### src/sv/sqlx_pkg.sv
// ----------------------------------------------------------------------------
// SQL lexer byte classifier package
// Shared types, byte constants and byte-class helpers for the lexer block.
// ----------------------------------------------------------------------------
`default_nettype none

package sqlx_pkg;

  // Byte constants
  localparam logic [7:0] CH_DASH   = 8'h2D;
  localparam logic [7:0] CH_SQUOTE = 8'h27;
  localparam logic [7:0] CH_DQUOTE = 8'h22;
  localparam logic [7:0] CH_BSLASH = 8'h5C;
  localparam logic [7:0] CH_NL     = 8'h0A;
  localparam logic [7:0] CH_SEMI   = 8'h3B;
  localparam logic [7:0] CH_COMMA  = 8'h2C;
  localparam logic [7:0] CH_LPAREN = 8'h28;
  localparam logic [7:0] CH_RPAREN = 8'h29;
  localparam logic [7:0] CH_SPACE  = 8'h20;
  localparam logic [7:0] CH_DEL    = 8'h7F;

  localparam logic [15:0] MAX_LEN_RESET = 16'd255;
  localparam logic [15:0] COUNT_SAT     = 16'hFFFF;

  // Result queue geometry
  localparam int RES_DEPTH = 4;
  localparam int RES_AW    = $clog2(RES_DEPTH);
  localparam int RES_CW    = $clog2(RES_DEPTH + 1);

  typedef enum logic [2:0] {
    CLS_SPACE   = 3'd0,
    CLS_COMMENT = 3'd1,
    CLS_WORD    = 3'd2,
    CLS_SQ      = 3'd3,
    CLS_DQ      = 3'd4,
    CLS_OP      = 3'd5,
    CLS_SEP     = 3'd6
  } char_class_t;

  typedef enum logic [3:0] {
    ST_IDLE     = 4'd0,
    ST_DASH     = 4'd1,
    ST_COMMENT  = 4'd2,
    ST_WORD     = 4'd3,
    ST_SQ       = 4'd4,
    ST_SQ_ESC   = 4'd5,
    ST_SQ_QUOTE = 4'd6,
    ST_DQ       = 4'd7,
    ST_OP       = 4'd8
  } lex_state_t;

  typedef struct packed {
    logic [7:0] ch;
    logic       last;
  } in_item_t;

  typedef struct packed {
    logic [7:0] char_out;
    logic [2:0] char_class;
    logic       token_start;
    logic       too_long;
    logic       last_out;
  } out_item_t;

  // Lexer context carried between the core and the top level
  typedef struct packed {
    lex_state_t  state;
    logic [15:0] count;
  } lex_ctx_t;

  function automatic logic is_space_byte(input logic [7:0] c);
    return (c == CH_SPACE) || (c >= 8'h09 && c <= 8'h0D);
  endfunction

  function automatic logic is_op_byte(input logic [7:0] c);
    logic r;
    case (c) inside
      8'h7C, 8'h3D, 8'h21, 8'h3E, 8'h3C,
      8'h2B, 8'h2D, 8'h2A, 8'h2F, 8'h25: r = 1'b1;
      default:                           r = 1'b0;
    endcase
    return r;
  endfunction

  function automatic logic is_word_byte(input logic [7:0] c);
    logic r;
    r = 1'b1;
    if (c < CH_SPACE || c == CH_DEL || c == CH_SPACE) r = 1'b0;
    if (c == CH_COMMA || c == CH_LPAREN || c == CH_RPAREN || c == CH_SEMI) r = 1'b0;
    if (is_op_byte(c)) r = 1'b0;
    return r;
  endfunction

  function automatic logic [15:0] sat_inc(input logic [15:0] v);
    return (v < COUNT_SAT) ? v + 16'd1 : v;
  endfunction

endpackage

`default_nettype wire

### src/sv/sqlx_lex_core.sv
// ----------------------------------------------------------------------------
// SQL lexer next-state and result logic
// Classifies one byte against the current lexer context and produces zero,
// one or two result transactions plus the updated context.
// ----------------------------------------------------------------------------
`default_nettype none

module sqlx_lex_core (
  input  sqlx_pkg::lex_ctx_t  ctx,
  input  logic [15:0]         max_token_len,
  input  sqlx_pkg::in_item_t  item,
  output sqlx_pkg::lex_ctx_t  ctx_next,
  output sqlx_pkg::out_item_t res0,
  output sqlx_pkg::out_item_t res1,
  output logic [1:0]          res_num
);
  import sqlx_pkg::*;

  // Boundary decision, independent of state
  logic        b_hold;
  char_class_t b_cls;
  logic        b_start;
  lex_state_t  b_state;
  logic [15:0] b_cnt;

  always_comb begin
    b_hold  = 1'b0;
    b_start = 1'b1;
    b_cnt   = 16'd1;
    b_cls   = CLS_WORD;
    b_state = ST_WORD;
    if (is_space_byte(item.ch)) begin
      b_cnt   = 16'd0;
      b_cls   = CLS_SPACE;
      b_start = 1'b0;
      b_state = ST_IDLE;
    end else if (item.ch == CH_DASH) begin
      b_hold  = 1'b1;
      b_cnt   = 16'd0;
      b_state = ST_DASH;
    end else if (item.ch == CH_SQUOTE) begin
      b_cls   = CLS_SQ;
      b_state = ST_SQ;
    end else if (item.ch == CH_DQUOTE) begin
      b_cls   = CLS_DQ;
      b_state = ST_DQ;
    end else if (is_op_byte(item.ch)) begin
      b_cls   = CLS_OP;
      b_state = ST_OP;
    end else if (!is_word_byte(item.ch)) begin
      b_cls   = CLS_SEP;
      b_state = ST_IDLE;
    end
  end

  // Resolve a held dash, then lex the byte itself
  logic        dash_emit;
  logic        dash_dash;
  lex_state_t  st_a;
  logic [15:0] cnt_a;
  logic        lex_emit;
  logic        lex_hold;
  char_class_t l_cls;
  logic        l_start;
  lex_state_t  st_b;
  logic [15:0] cnt_b;
  out_item_t   dash_res;
  out_item_t   lex_res;

  always_comb begin
    dash_dash = (ctx.state == ST_DASH) && (item.ch == CH_DASH);
    dash_emit = (ctx.state == ST_DASH);
    st_a      = ctx.state;
    cnt_a     = ctx.count;
    if (dash_emit && !dash_dash) begin
      st_a  = ST_OP;
      cnt_a = 16'd1;
    end

    lex_hold = 1'b0;
    l_cls    = CLS_WORD;
    l_start  = 1'b0;
    st_b     = st_a;
    cnt_b    = sat_inc(cnt_a);
    unique case (st_a)
      ST_COMMENT: begin
        cnt_b = 16'd0;
        l_cls = CLS_COMMENT;
        st_b  = (item.ch == CH_NL) ? ST_IDLE : ST_COMMENT;
      end
      ST_WORD: begin
        if (!is_word_byte(item.ch)) begin
          lex_hold = b_hold; l_cls = b_cls; l_start = b_start;
          st_b = b_state; cnt_b = b_cnt;
        end
      end
      ST_SQ: begin
        l_cls = CLS_SQ;
        if (item.ch == CH_BSLASH) st_b = ST_SQ_ESC;
        else if (item.ch == CH_SQUOTE) st_b = ST_SQ_QUOTE;
      end
      ST_SQ_ESC: begin
        l_cls = CLS_SQ;
        st_b  = ST_SQ;
      end
      ST_SQ_QUOTE: begin
        l_cls = CLS_SQ;
        st_b  = ST_SQ;
        if (item.ch != CH_SQUOTE) begin
          lex_hold = b_hold; l_cls = b_cls; l_start = b_start;
          st_b = b_state; cnt_b = b_cnt;
        end
      end
      ST_DQ: begin
        l_cls = CLS_DQ;
        st_b  = (item.ch == CH_DQUOTE) ? ST_IDLE : ST_DQ;
      end
      ST_OP: begin
        l_cls = CLS_OP;
        if (!is_op_byte(item.ch)) begin
          lex_hold = b_hold; l_cls = b_cls; l_start = b_start;
          st_b = b_state; cnt_b = b_cnt;
        end
      end
      default: begin
        lex_hold = b_hold; l_cls = b_cls; l_start = b_start;
        st_b = b_state; cnt_b = b_cnt;
      end
    endcase

    // Flush a dash held on the final byte as a one-byte operator
    if (lex_hold && item.last) begin
      cnt_b   = 16'd1;
      l_cls   = CLS_OP;
      l_start = 1'b1;
    end
    lex_emit = !lex_hold || item.last;

    // Double dash opens a comment
    if (dash_dash) begin
      st_b     = ST_COMMENT;
      cnt_b    = 16'd0;
      l_cls    = CLS_COMMENT;
      l_start  = 1'b0;
      lex_emit = 1'b1;
    end

    dash_res.char_out    = CH_DASH;
    dash_res.char_class  = dash_dash ? CLS_COMMENT : CLS_OP;
    dash_res.token_start = !dash_dash;
    dash_res.too_long    = dash_dash ? 1'b0 : (16'd1 > max_token_len);
    dash_res.last_out    = 1'b0;

    lex_res.char_out     = item.ch;
    lex_res.char_class   = l_cls;
    lex_res.token_start  = l_start;
    lex_res.too_long     = (cnt_b > max_token_len);
    lex_res.last_out     = item.last;
  end

  // Order results and close the text on the final byte
  always_comb begin
    res0    = dash_emit ? dash_res : lex_res;
    res1    = lex_res;
    res_num = {1'b0, dash_emit} + {1'b0, lex_emit};
    ctx_next.state = item.last ? ST_IDLE : st_b;
    ctx_next.count = item.last ? 16'd0 : cnt_b;
  end

endmodule

`default_nettype wire

### src/sv/sqlx_res_fifo.sv
// ----------------------------------------------------------------------------
// SQL lexer result queue
// Small flop queue taking up to two result transactions per cycle and
// presenting one per cycle on the output channel unless it is stalled.
// ----------------------------------------------------------------------------
`default_nettype none

module sqlx_res_fifo (
  input  logic                clk,
  input  logic                rst,
  input  logic [1:0]          push_num,
  input  sqlx_pkg::out_item_t push0,
  input  sqlx_pkg::out_item_t push1,
  output logic                room,
  output logic                valid,
  input  logic                stall,
  output sqlx_pkg::out_item_t data
);
  import sqlx_pkg::*;

  out_item_t           mem [RES_DEPTH];
  logic [RES_AW-1:0]   wr_ptr;
  logic [RES_AW-1:0]   rd_ptr;
  logic [RES_CW-1:0]   count;
  logic                pop;
  logic [RES_AW-1:0]   wr_ptr1;

  assign pop     = valid && !stall;
  assign valid   = (count != '0);
  assign data    = mem[rd_ptr];
  assign room    = (count <= RES_CW'(RES_DEPTH - 2));
  assign wr_ptr1 = wr_ptr + RES_AW'(1);

  // Advance pointers and occupancy
  always_ff @(posedge clk) begin
    if (rst) begin
      wr_ptr <= '0;
      rd_ptr <= '0;
      count  <= '0;
    end else begin
      wr_ptr <= wr_ptr + RES_AW'(push_num);
      if (pop) rd_ptr <= rd_ptr + RES_AW'(1);
      count  <= count + RES_CW'(push_num) - RES_CW'(pop);
    end
  end

  // Store incoming results
  always_ff @(posedge clk) begin
    if (push_num != 2'd0) mem[wr_ptr] <= push0;
    if (push_num == 2'd2) mem[wr_ptr1] <= push1;
  end

endmodule

`default_nettype wire

### src/sv/sql_lexer_char_classifier_unit.sv
// Bytes pass the input register, results the result queue. Throughput: one byte
// per cycle unless stalled, limited by the single-pass lexer core; a byte after a
// held dash yields two results, drained one per cycle by an unstalled result queue.
// Reset: lexer idle, token count zero, max_token_len 255, result queue empty.
// ----------------------------------------------------------------------------
// SQL lexer byte classifier, top level
// Input register, single-pass lexer core and result queue.
// ----------------------------------------------------------------------------
`default_nettype none

module sql_lexer_char_classifier_unit (
  input  logic                clk,
  input  logic                rst,
  input  logic                in_valid,
  output logic                in_stall,
  input  sqlx_pkg::in_item_t  in_data,
  output logic                out_valid,
  input  logic                out_stall,
  output sqlx_pkg::out_item_t out_data,
  input  logic                cfg_valid,
  output logic                cfg_ready,
  input  logic [15:0]         cfg_data
);
  import sqlx_pkg::*;

  in_item_t    in_q;
  logic        in_vld;
  lex_ctx_t    ctx;
  lex_ctx_t    ctx_next;
  logic [15:0] max_token_len;
  out_item_t   res0;
  out_item_t   res1;
  logic [1:0]  res_num;
  logic        room;
  logic        proc;
  logic        in_accept;

  assign cfg_ready = 1'b1;
  assign proc      = in_vld && room;
  assign in_stall  = in_vld && !room;
  assign in_accept = in_valid && !in_stall;

  // Hold the configuration register
  always_ff @(posedge clk) begin
    if (rst) begin
      max_token_len <= MAX_LEN_RESET;
    end else if (cfg_valid && cfg_ready) begin
      max_token_len <= cfg_data;
    end
  end

  // Input register
  always_ff @(posedge clk) begin
    if (rst) begin
      in_vld <= 1'b0;
    end else if (in_accept) begin
      in_vld <= 1'b1;
    end else if (proc) begin
      in_vld <= 1'b0;
    end
  end

  always_ff @(posedge clk) begin
    if (in_accept) in_q <= in_data;
  end

  // Advance lexer context on each processed byte
  always_ff @(posedge clk) begin
    if (rst) begin
      ctx.state <= ST_IDLE;
      ctx.count <= '0;
    end else if (proc) begin
      ctx <= ctx_next;
    end
  end

  sqlx_lex_core u_core (
    .ctx           (ctx),
    .max_token_len (max_token_len),
    .item          (in_q),
    .ctx_next      (ctx_next),
    .res0          (res0),
    .res1          (res1),
    .res_num       (res_num)
  );

  sqlx_res_fifo u_fifo (
    .clk      (clk),
    .rst      (rst),
    .push_num (proc ? res_num : 2'd0),
    .push0    (res0),
    .push1    (res1),
    .room     (room),
    .valid    (out_valid),
    .stall    (out_stall),
    .data     (out_data)
  );

  // The final byte returns the lexer to idle with a cleared count
  a_last_idle: assert property (@(posedge clk) disable iff (rst)
    proc && in_q.last |=> ctx.state == ST_IDLE && ctx.count == 16'd0)
    else $error("lexer not idle after final byte");

  // Comments and a held dash never carry a token length
  a_no_count: assert property (@(posedge clk) disable iff (rst)
    (ctx.state == ST_COMMENT || ctx.state == ST_DASH) |-> ctx.count == 16'd0)
    else $error("token count set outside a token");

  // Results appear only after a processed byte
  a_out_src: assert property (@(posedge clk) disable iff (rst)
    $rose(out_valid) |-> $past(proc))
    else $error("result transaction without a processed byte");

endmodule

`default_nettype wire
### config.mk
export PLATFORM = sky130hd
export DESIGN_NAME = sql_lexer_char_classifier_unit
export DESIGN_NICKNAME = d
export VERILOG_FILES = /design/src/sv/sqlx_pkg.sv /design/src/sv/sqlx_lex_core.sv /design/src/sv/sqlx_res_fifo.sv /design/src/sv/sql_lexer_char_classifier_unit.sv
export SDC_FILE = /design/constraint.sdc
export NUM_CORES = 1
export LEC_CHECK = 0
export BUFFER_PORTS_ARGS = -buffer_cell sky130_fd_sc_hd__buf_2
export CORE_MARGIN = 5
export CORE_UTILIZATION = 55
export CTS_BUF_LIST = sky130_fd_sc_hd__clkbuf_2 sky130_fd_sc_hd__clkbuf_4 sky130_fd_sc_hd__clkbuf_8
export DETAILED_ROUTE_END_ITERATION = 7
export MAX_ROUTING_LAYER = met4
export PLACE_DENSITY = 0.83
export SLEW_MARGIN = 20
export SYNTH_ARGS = -nofsm -noshare
export SYNTH_HDL_FRONTEND = slang
export SYNTH_SLANG_ARGS = --single-unit
### constraint.sdc
create_clock -name clk -period 5.7 [get_ports clk]
set_input_delay 0.285 -clock clk [delete_from_list [all_inputs] [get_ports clk]]
set_output_delay 0.285 -clock clk [all_outputs]
set_load 0.05 [all_outputs]
=== Word level (Yosys, flattened, before mapping) ===
Memories as Yosys holds them, arrays and structs flattened. A register that Yosys moved wholly into a read port is not among the register bits.
Cells that the tools add are included.

* Flip-flop bits (word level): 53
* RAM bits: 56
* Input bits: 30
* Output and inout port bits: 17
* Logic and storage cells: 169
* Memories kept: 1

* Add/subtract/negate cells: 7
* $lt $le $gt $ge: 7
* Equal/unequal tests: 30
* Mux-type cells: 88
* Reduce and logical (&&, ||, !) cells: 27

{| class="wikitable"
|+ Memories
! memory !! depth !! width !! rd ports !! clocked after Yosys merged registers in !! write ports !! line !! source
|-
| u_fifo.mem || 4 || 14 || 1 || 1 || 2 || sqlx_res_fifo.sv:21 || <nowiki>out_item_t mem [RES_DEPTH];</nowiki>
|}

{| class="wikitable"
|+ Operators with widths
! operator !! count
|-
| equality test 8 x 6 -> 1 bit, second input constant || 16
|-
| two-way mux 16 bit || 8
|-
| one-hot mux 16 bit (5 select lines) || 1
|-
| two-way mux 4 bit || 13
|-
| two-way mux 1 bit || 43
|-
| two-way mux 3 bit || 13
|-
| one-hot mux 4 bit (7 select lines) || 1
|-
| equality test 8 x 7 -> 1 bit, second input constant || 3
|-
| one-hot mux 3 bit (6 select lines) || 1
|-
| adder 16 x 1 -> 16 bit, second input constant || 1
|-
| equality test 4 x 3 -> 1 bit, second input constant || 4
|-
| greater-than comparator 1 x 16 -> 1 bit, first input constant || 1
|-
| greater-than comparator 16 bit || 1
|-
| < comparator 16 bit, second input constant || 1
|-
| two-way mux 14 bit || 1
|-
| two-way mux 2 bit || 5
|-
| OR reduction 10 bit || 1
|-
| equality test 4 x 2 -> 1 bit, second input constant || 2
|-
| equality test 8 x 4 -> 1 bit, second input constant || 1
|-
| >= comparator 8 x 4 -> 1 bit, second input constant || 1
|-
| less-or-equal comparator 8 x 4 -> 1 bit, second input constant || 1
|-
| logical AND 1 bit || 8
|-
| < comparator 8 x 6 -> 1 bit, second input constant || 1
|-
| inequality test 8 x 6 -> 1 bit, second input constant || 1
|-
| 17 further kinds || 30
|}

=== Logic depth before layout (Yosys ltp) ===
* Depth in word-level cells: 29
* Gate-level depth with buffers: 21
* Gate-level depth less buffers: 21

=== Cells and area by module ===
A second synthesis with hierarchy kept.

* Cells, all modules: 687
* Area total of the unflattened synthesis: 7303.3 um^2

{| class="wikitable"
|+ By module, submodules not included
! module !! times used !! cells each !! area each (um^2) !! sequential area each (um^2)
|-
| sqlx_res_fifo || 1 || 189 || 3343.2 || 1861.8
|-
| sqlx_lex_core || 1 || 337 || 2120.8 || 0.0
|-
| sql_lexer_char_classifier_unit || 1 || 161 || 1839.3 || 1011.0
|}

=== Least setup slack after synthesis ===
No wires, ideal clock.

* Path type: flip-flop to flip-flop
* Start point: register in_q[5] (netlist bit)
* End point: memory u_fifo.mem[3][1] (netlist bit) (data pin)
* Library setup time: 0.273 ns
* Arrival time: 3.905 ns
* Required time: 5.427 ns
* Slack: 1.522 ns
* Cell stages (with the launch flop): 20
* Path buffers: 0
* Period minus slack after synthesis: 4.178 ns
* Path through: edfxtp_1 -> or2_4 -> o31ai_4 -> and2_1 -> ha_1 -> nand3_1 -> nor4_2 -> nand4_2 -> nor2b_1 -> nand2_1 -> xor2_1 -> nor2_1 -> ha_1 -> a21o_1 -> a21o_1 -> a21oi_1 -> o21ai_0 -> a41o_1 -> o211ai_1 -> o22ai_1

{| class="wikitable"
|+ RTL lines
! element !! line !! source
|-
| start, declared || sql_lexer_char_classifier_unit.sv:26 || <nowiki>in_item_t in_q;</nowiki>
|-
| start signal, assigned || sql_lexer_char_classifier_unit.sv:64 || <nowiki>if (in_accept) in_q <= in_data;</nowiki>
|-
| end, declared || sqlx_res_fifo.sv:21 ||
|}

==> results.sh <==
export IMPL_power_density_nw_per_um2=305
export IMPL_antennaDiodeCount=0
export IMPL_clock_sinks=111
export IMPL_path_clk_slew_ps=110
export IMPL_path_max_fanout=18
export IMPL_num_vias=4890
export IMPL_slew_limit_headroom_pct=31.9
export IMPL_rsz0062_at_grt="no"
export IMPL_p_sw_uw=732
export IMPL_dieArea_sq_um=13500
export IMPL_clk_insertion_delay_late_ps=390
export IMPL_final_cell_area_sq_um=6670
export IMPL_dr_first_iter_drc_count=486
export IMPL_final_common_cell="edfxtp_1"
export IMPL_layout_min_cycle_time_ps=5080
export IMPL_criticalPathCategory="register to register"
export IMPL_outcome="finished, final reports clean"
export IMPL_r2r_slack_ps=620
export IMPL_grt_usage_pct=22.7
export IMPL_critical_path_startpoint="in_q[1]"
export IMPL_hold_viol_final=0
export IMPL_seqPwrFrac_pct=49.0
export IMPL_timing_rr_start="in_q[1]"
export IMPL_routedWlPerCell_microns=18.1
export IMPL_postSynthAreaPerCell_sq_um=9.90
export IMPL_cts_resized=0
export IMPL_post_cts_setup_buffers=0
export IMPL_arrival_ps=5210
export IMPL_grt_start_max_net_pins=32
export IMPL_drt_total_wl_mm=14.4
export IMPL_drc=0
export IMPL_fmax_mhz=197
export IMPL_synthTopCellsByArea="edfxtp_1 (31%), dfxtp_1 (15%), mux4_2 (5.1%), ha_1 (4.4%), nand2_1 (3.7%)"
export IMPL_yosys_warnings=0
export IMPL_sw_frac_of_total_pct=35.9
export IMPL_holdWs_ps=67.3
export IMPL_fp_row_count=38
export IMPL_synth_seq_cells=111
export IMPL_core_area_sq_um=11000
export IMPL_synth_nets=681
export IMPL_die_x_microns=116
export IMPL_layout_common_cells="edfxtp_1 (65), nand2_1 (61), nor2_1 (60)"
export IMPL_synth_cell_types=71
export IMPL_hold_path_class="input pin to register"
export IMPL_finalNetCount=705
export IMPL_initial_utilization_pct=56.6
export IMPL_synthArstFlopShare_pct=0
export IMPL_synth_edff_count=65
export IMPL_ctsLongestPathBuffers=2
export IMPL_cts_tree="yes"
export IMPL_drv_cap=0
export IMPL_power_uw=2040
export IMPL_postPlaceCellArea_sq_um=6500
export IMPL_ys_flop_type="edfxtp_1"
export IMPL_antenna_left=0
export IMPL_p_int_uw=1300
export IMPL_setup_viol=0
export IMPL_clkPwrFrac_pct=21.8
export IMPL_syn_inst=628
export IMPL_final_max_slew_viol_count=0
export IMPL_vias_per_cell=6.14
export IMPL_leakage_uw=0.00255
export IMPL_ys_seq_area_share_pct=46.2
export IMPL_antenna_found_initial=0
export IMPL_globalplace_congestion=0.968
export IMPL_cp_start_kind="register"
export IMPL_fin_crit_sh_pct=89.1
export IMPL_tns_ps=0
export IMPL_portBuffers=45
export IMPL_min_delay_start="in_data[0]"
export IMPL_layout_drive_gt1_share_pct=14.0
export IMPL_peakVddDrop_v=0.000209
export IMPL_skew_ps=10.3
export IMPL_grt_pass1_wl_mm=23.6
export IMPL_syn2layout_area_growth_pct=7.28
export IMPL_hpwl_mm=10.4
export IMPL_synth_top_cell_area_share_pct=31.4
export IMPL_grt_pass1_vias=4733
export IMPL_crit_required_ps=5830
export IMPL_io_pins=47
export IMPL_cts_max_level=3
export IMPL_comb_power_share_pct=29.2
export IMPL_fp_dieH_microns=116
export IMPL_cts_hold_buf=0
export IMPL_tightest_slew_ps=1020
export IMPL_cts_buffers=9
export IMPL_drt_pre_antenna_iters=6
export IMPL_synth_area_sq_um=6220
export IMPL_clock_root_buffer="clkbuf_8"
export IMPL_grt_ovfl_total=0
export IMPL_yosysTopAreaCell="edfxtp_1"
export IMPL_worstSetupEndpointType="register"
-- power by group through the flow --
stage	logic (uW)	registers, uW	clock network (uW)
6_report	595	998	443
3_3_place_gp	583	1010	0
4_1_cts	599	1000	450
3_5_place_dp	596	1020	0
2_1_floorplan	516	961	0
5_1_grt	644	1010	478
-- layer usage --
metal | GRT usage (%) | wire length (microns)
met5 | - | 0
met3 | 3.68 | 958
met4 | 7.04 | 259
met1 | 30.2 | 6180
met2 | 36.0 | 7000
-- path summary, 6_finish.rpt --
path	cells past startpoint	endpoint
min	1	in_q[0]
max	19	u_fifo.mem[3][1]
max reg2reg	19	u_fifo.mem[3][1]
min reg2reg	2	max_token_len[1]
-- cell families after synthesis --
kind of cell / after synthesis / share of synthesized area [%]
and+or+nand+nor: 262 / 22.1
AOI/OAI and AO/OA: 123 / 13.4
DFF: 111 / 46.2
buffers and inverters: 65 / 4.14
muxes: 25 / 6.86
adders and majority gates: 23 / 4.75
xor gates and xnor gates: 18 / 2.53
other: 1 / 0.0603
-- sequential cells by signal, summed over array words and instances, names as in the netlist, named ones only --
| name | cells |
|---|---|
| u_fifo.mem | 56 |
| ctx | 20 |
| max_token_len | 16 |
| in_q | 9 |
| u_fifo.count | 3 |
| u_fifo.rd_ptr | 2 |
| u_fifo.wr_ptr | 2 |
| in_vld | 1 |
-- final cells by class --
class                      count  area [sq um]
timing repair buffer          48           248
tap                          140           175
fill                         911          4310
sequential                   111          2870
inverter                      30           113
multi-input combinational    452          3090
clock buffer                  11           139
clock inverter                 5          36.3
-- critical path, stage by stage, from the launching register on --
cell and delay [ps]:
edfxtp_1 700, nand4bb_1 260, o31ai_4 480, and2_1 230, ha_1 210, nand3_1 100, nor4_2 420, nand4_2 330
nor2b_1 300, nand2_1 90, xor2_1 150, nor2_1 80, ha_1 320, a21o_1 180, a21o_1 170, a21oi_1 140
o21ai_0 100, a41o_1 210, o211ai_1 200, o22ai_1 150
-- Yosys cell counts, types with 15 or more instances --
cell      number
a21oi_1       36
and2_1        21
clkbuf_1      22
dfxtp_1       46
edfxtp_1      65
ha_1          22
inv_1         28
nand2_1       61
nand2b_1      17
nand4_1       15
nor2_1        60
o21ai_0       15
-- stage by stage --
step / util (%) / setup WS [ps] / instances
2_1_floorplan: - / 1520 / 628
5_1_grt: 60.8 / 228 / 797
6_report: 60.8 / 623 / 797
3_5_place_dp: 59.2 / 759 / 781
3_3_place_gp: 59.2 / 944 / 781
4_1_cts: 60.8 / 712 / 797
Power figures use the tool's default switching activity.
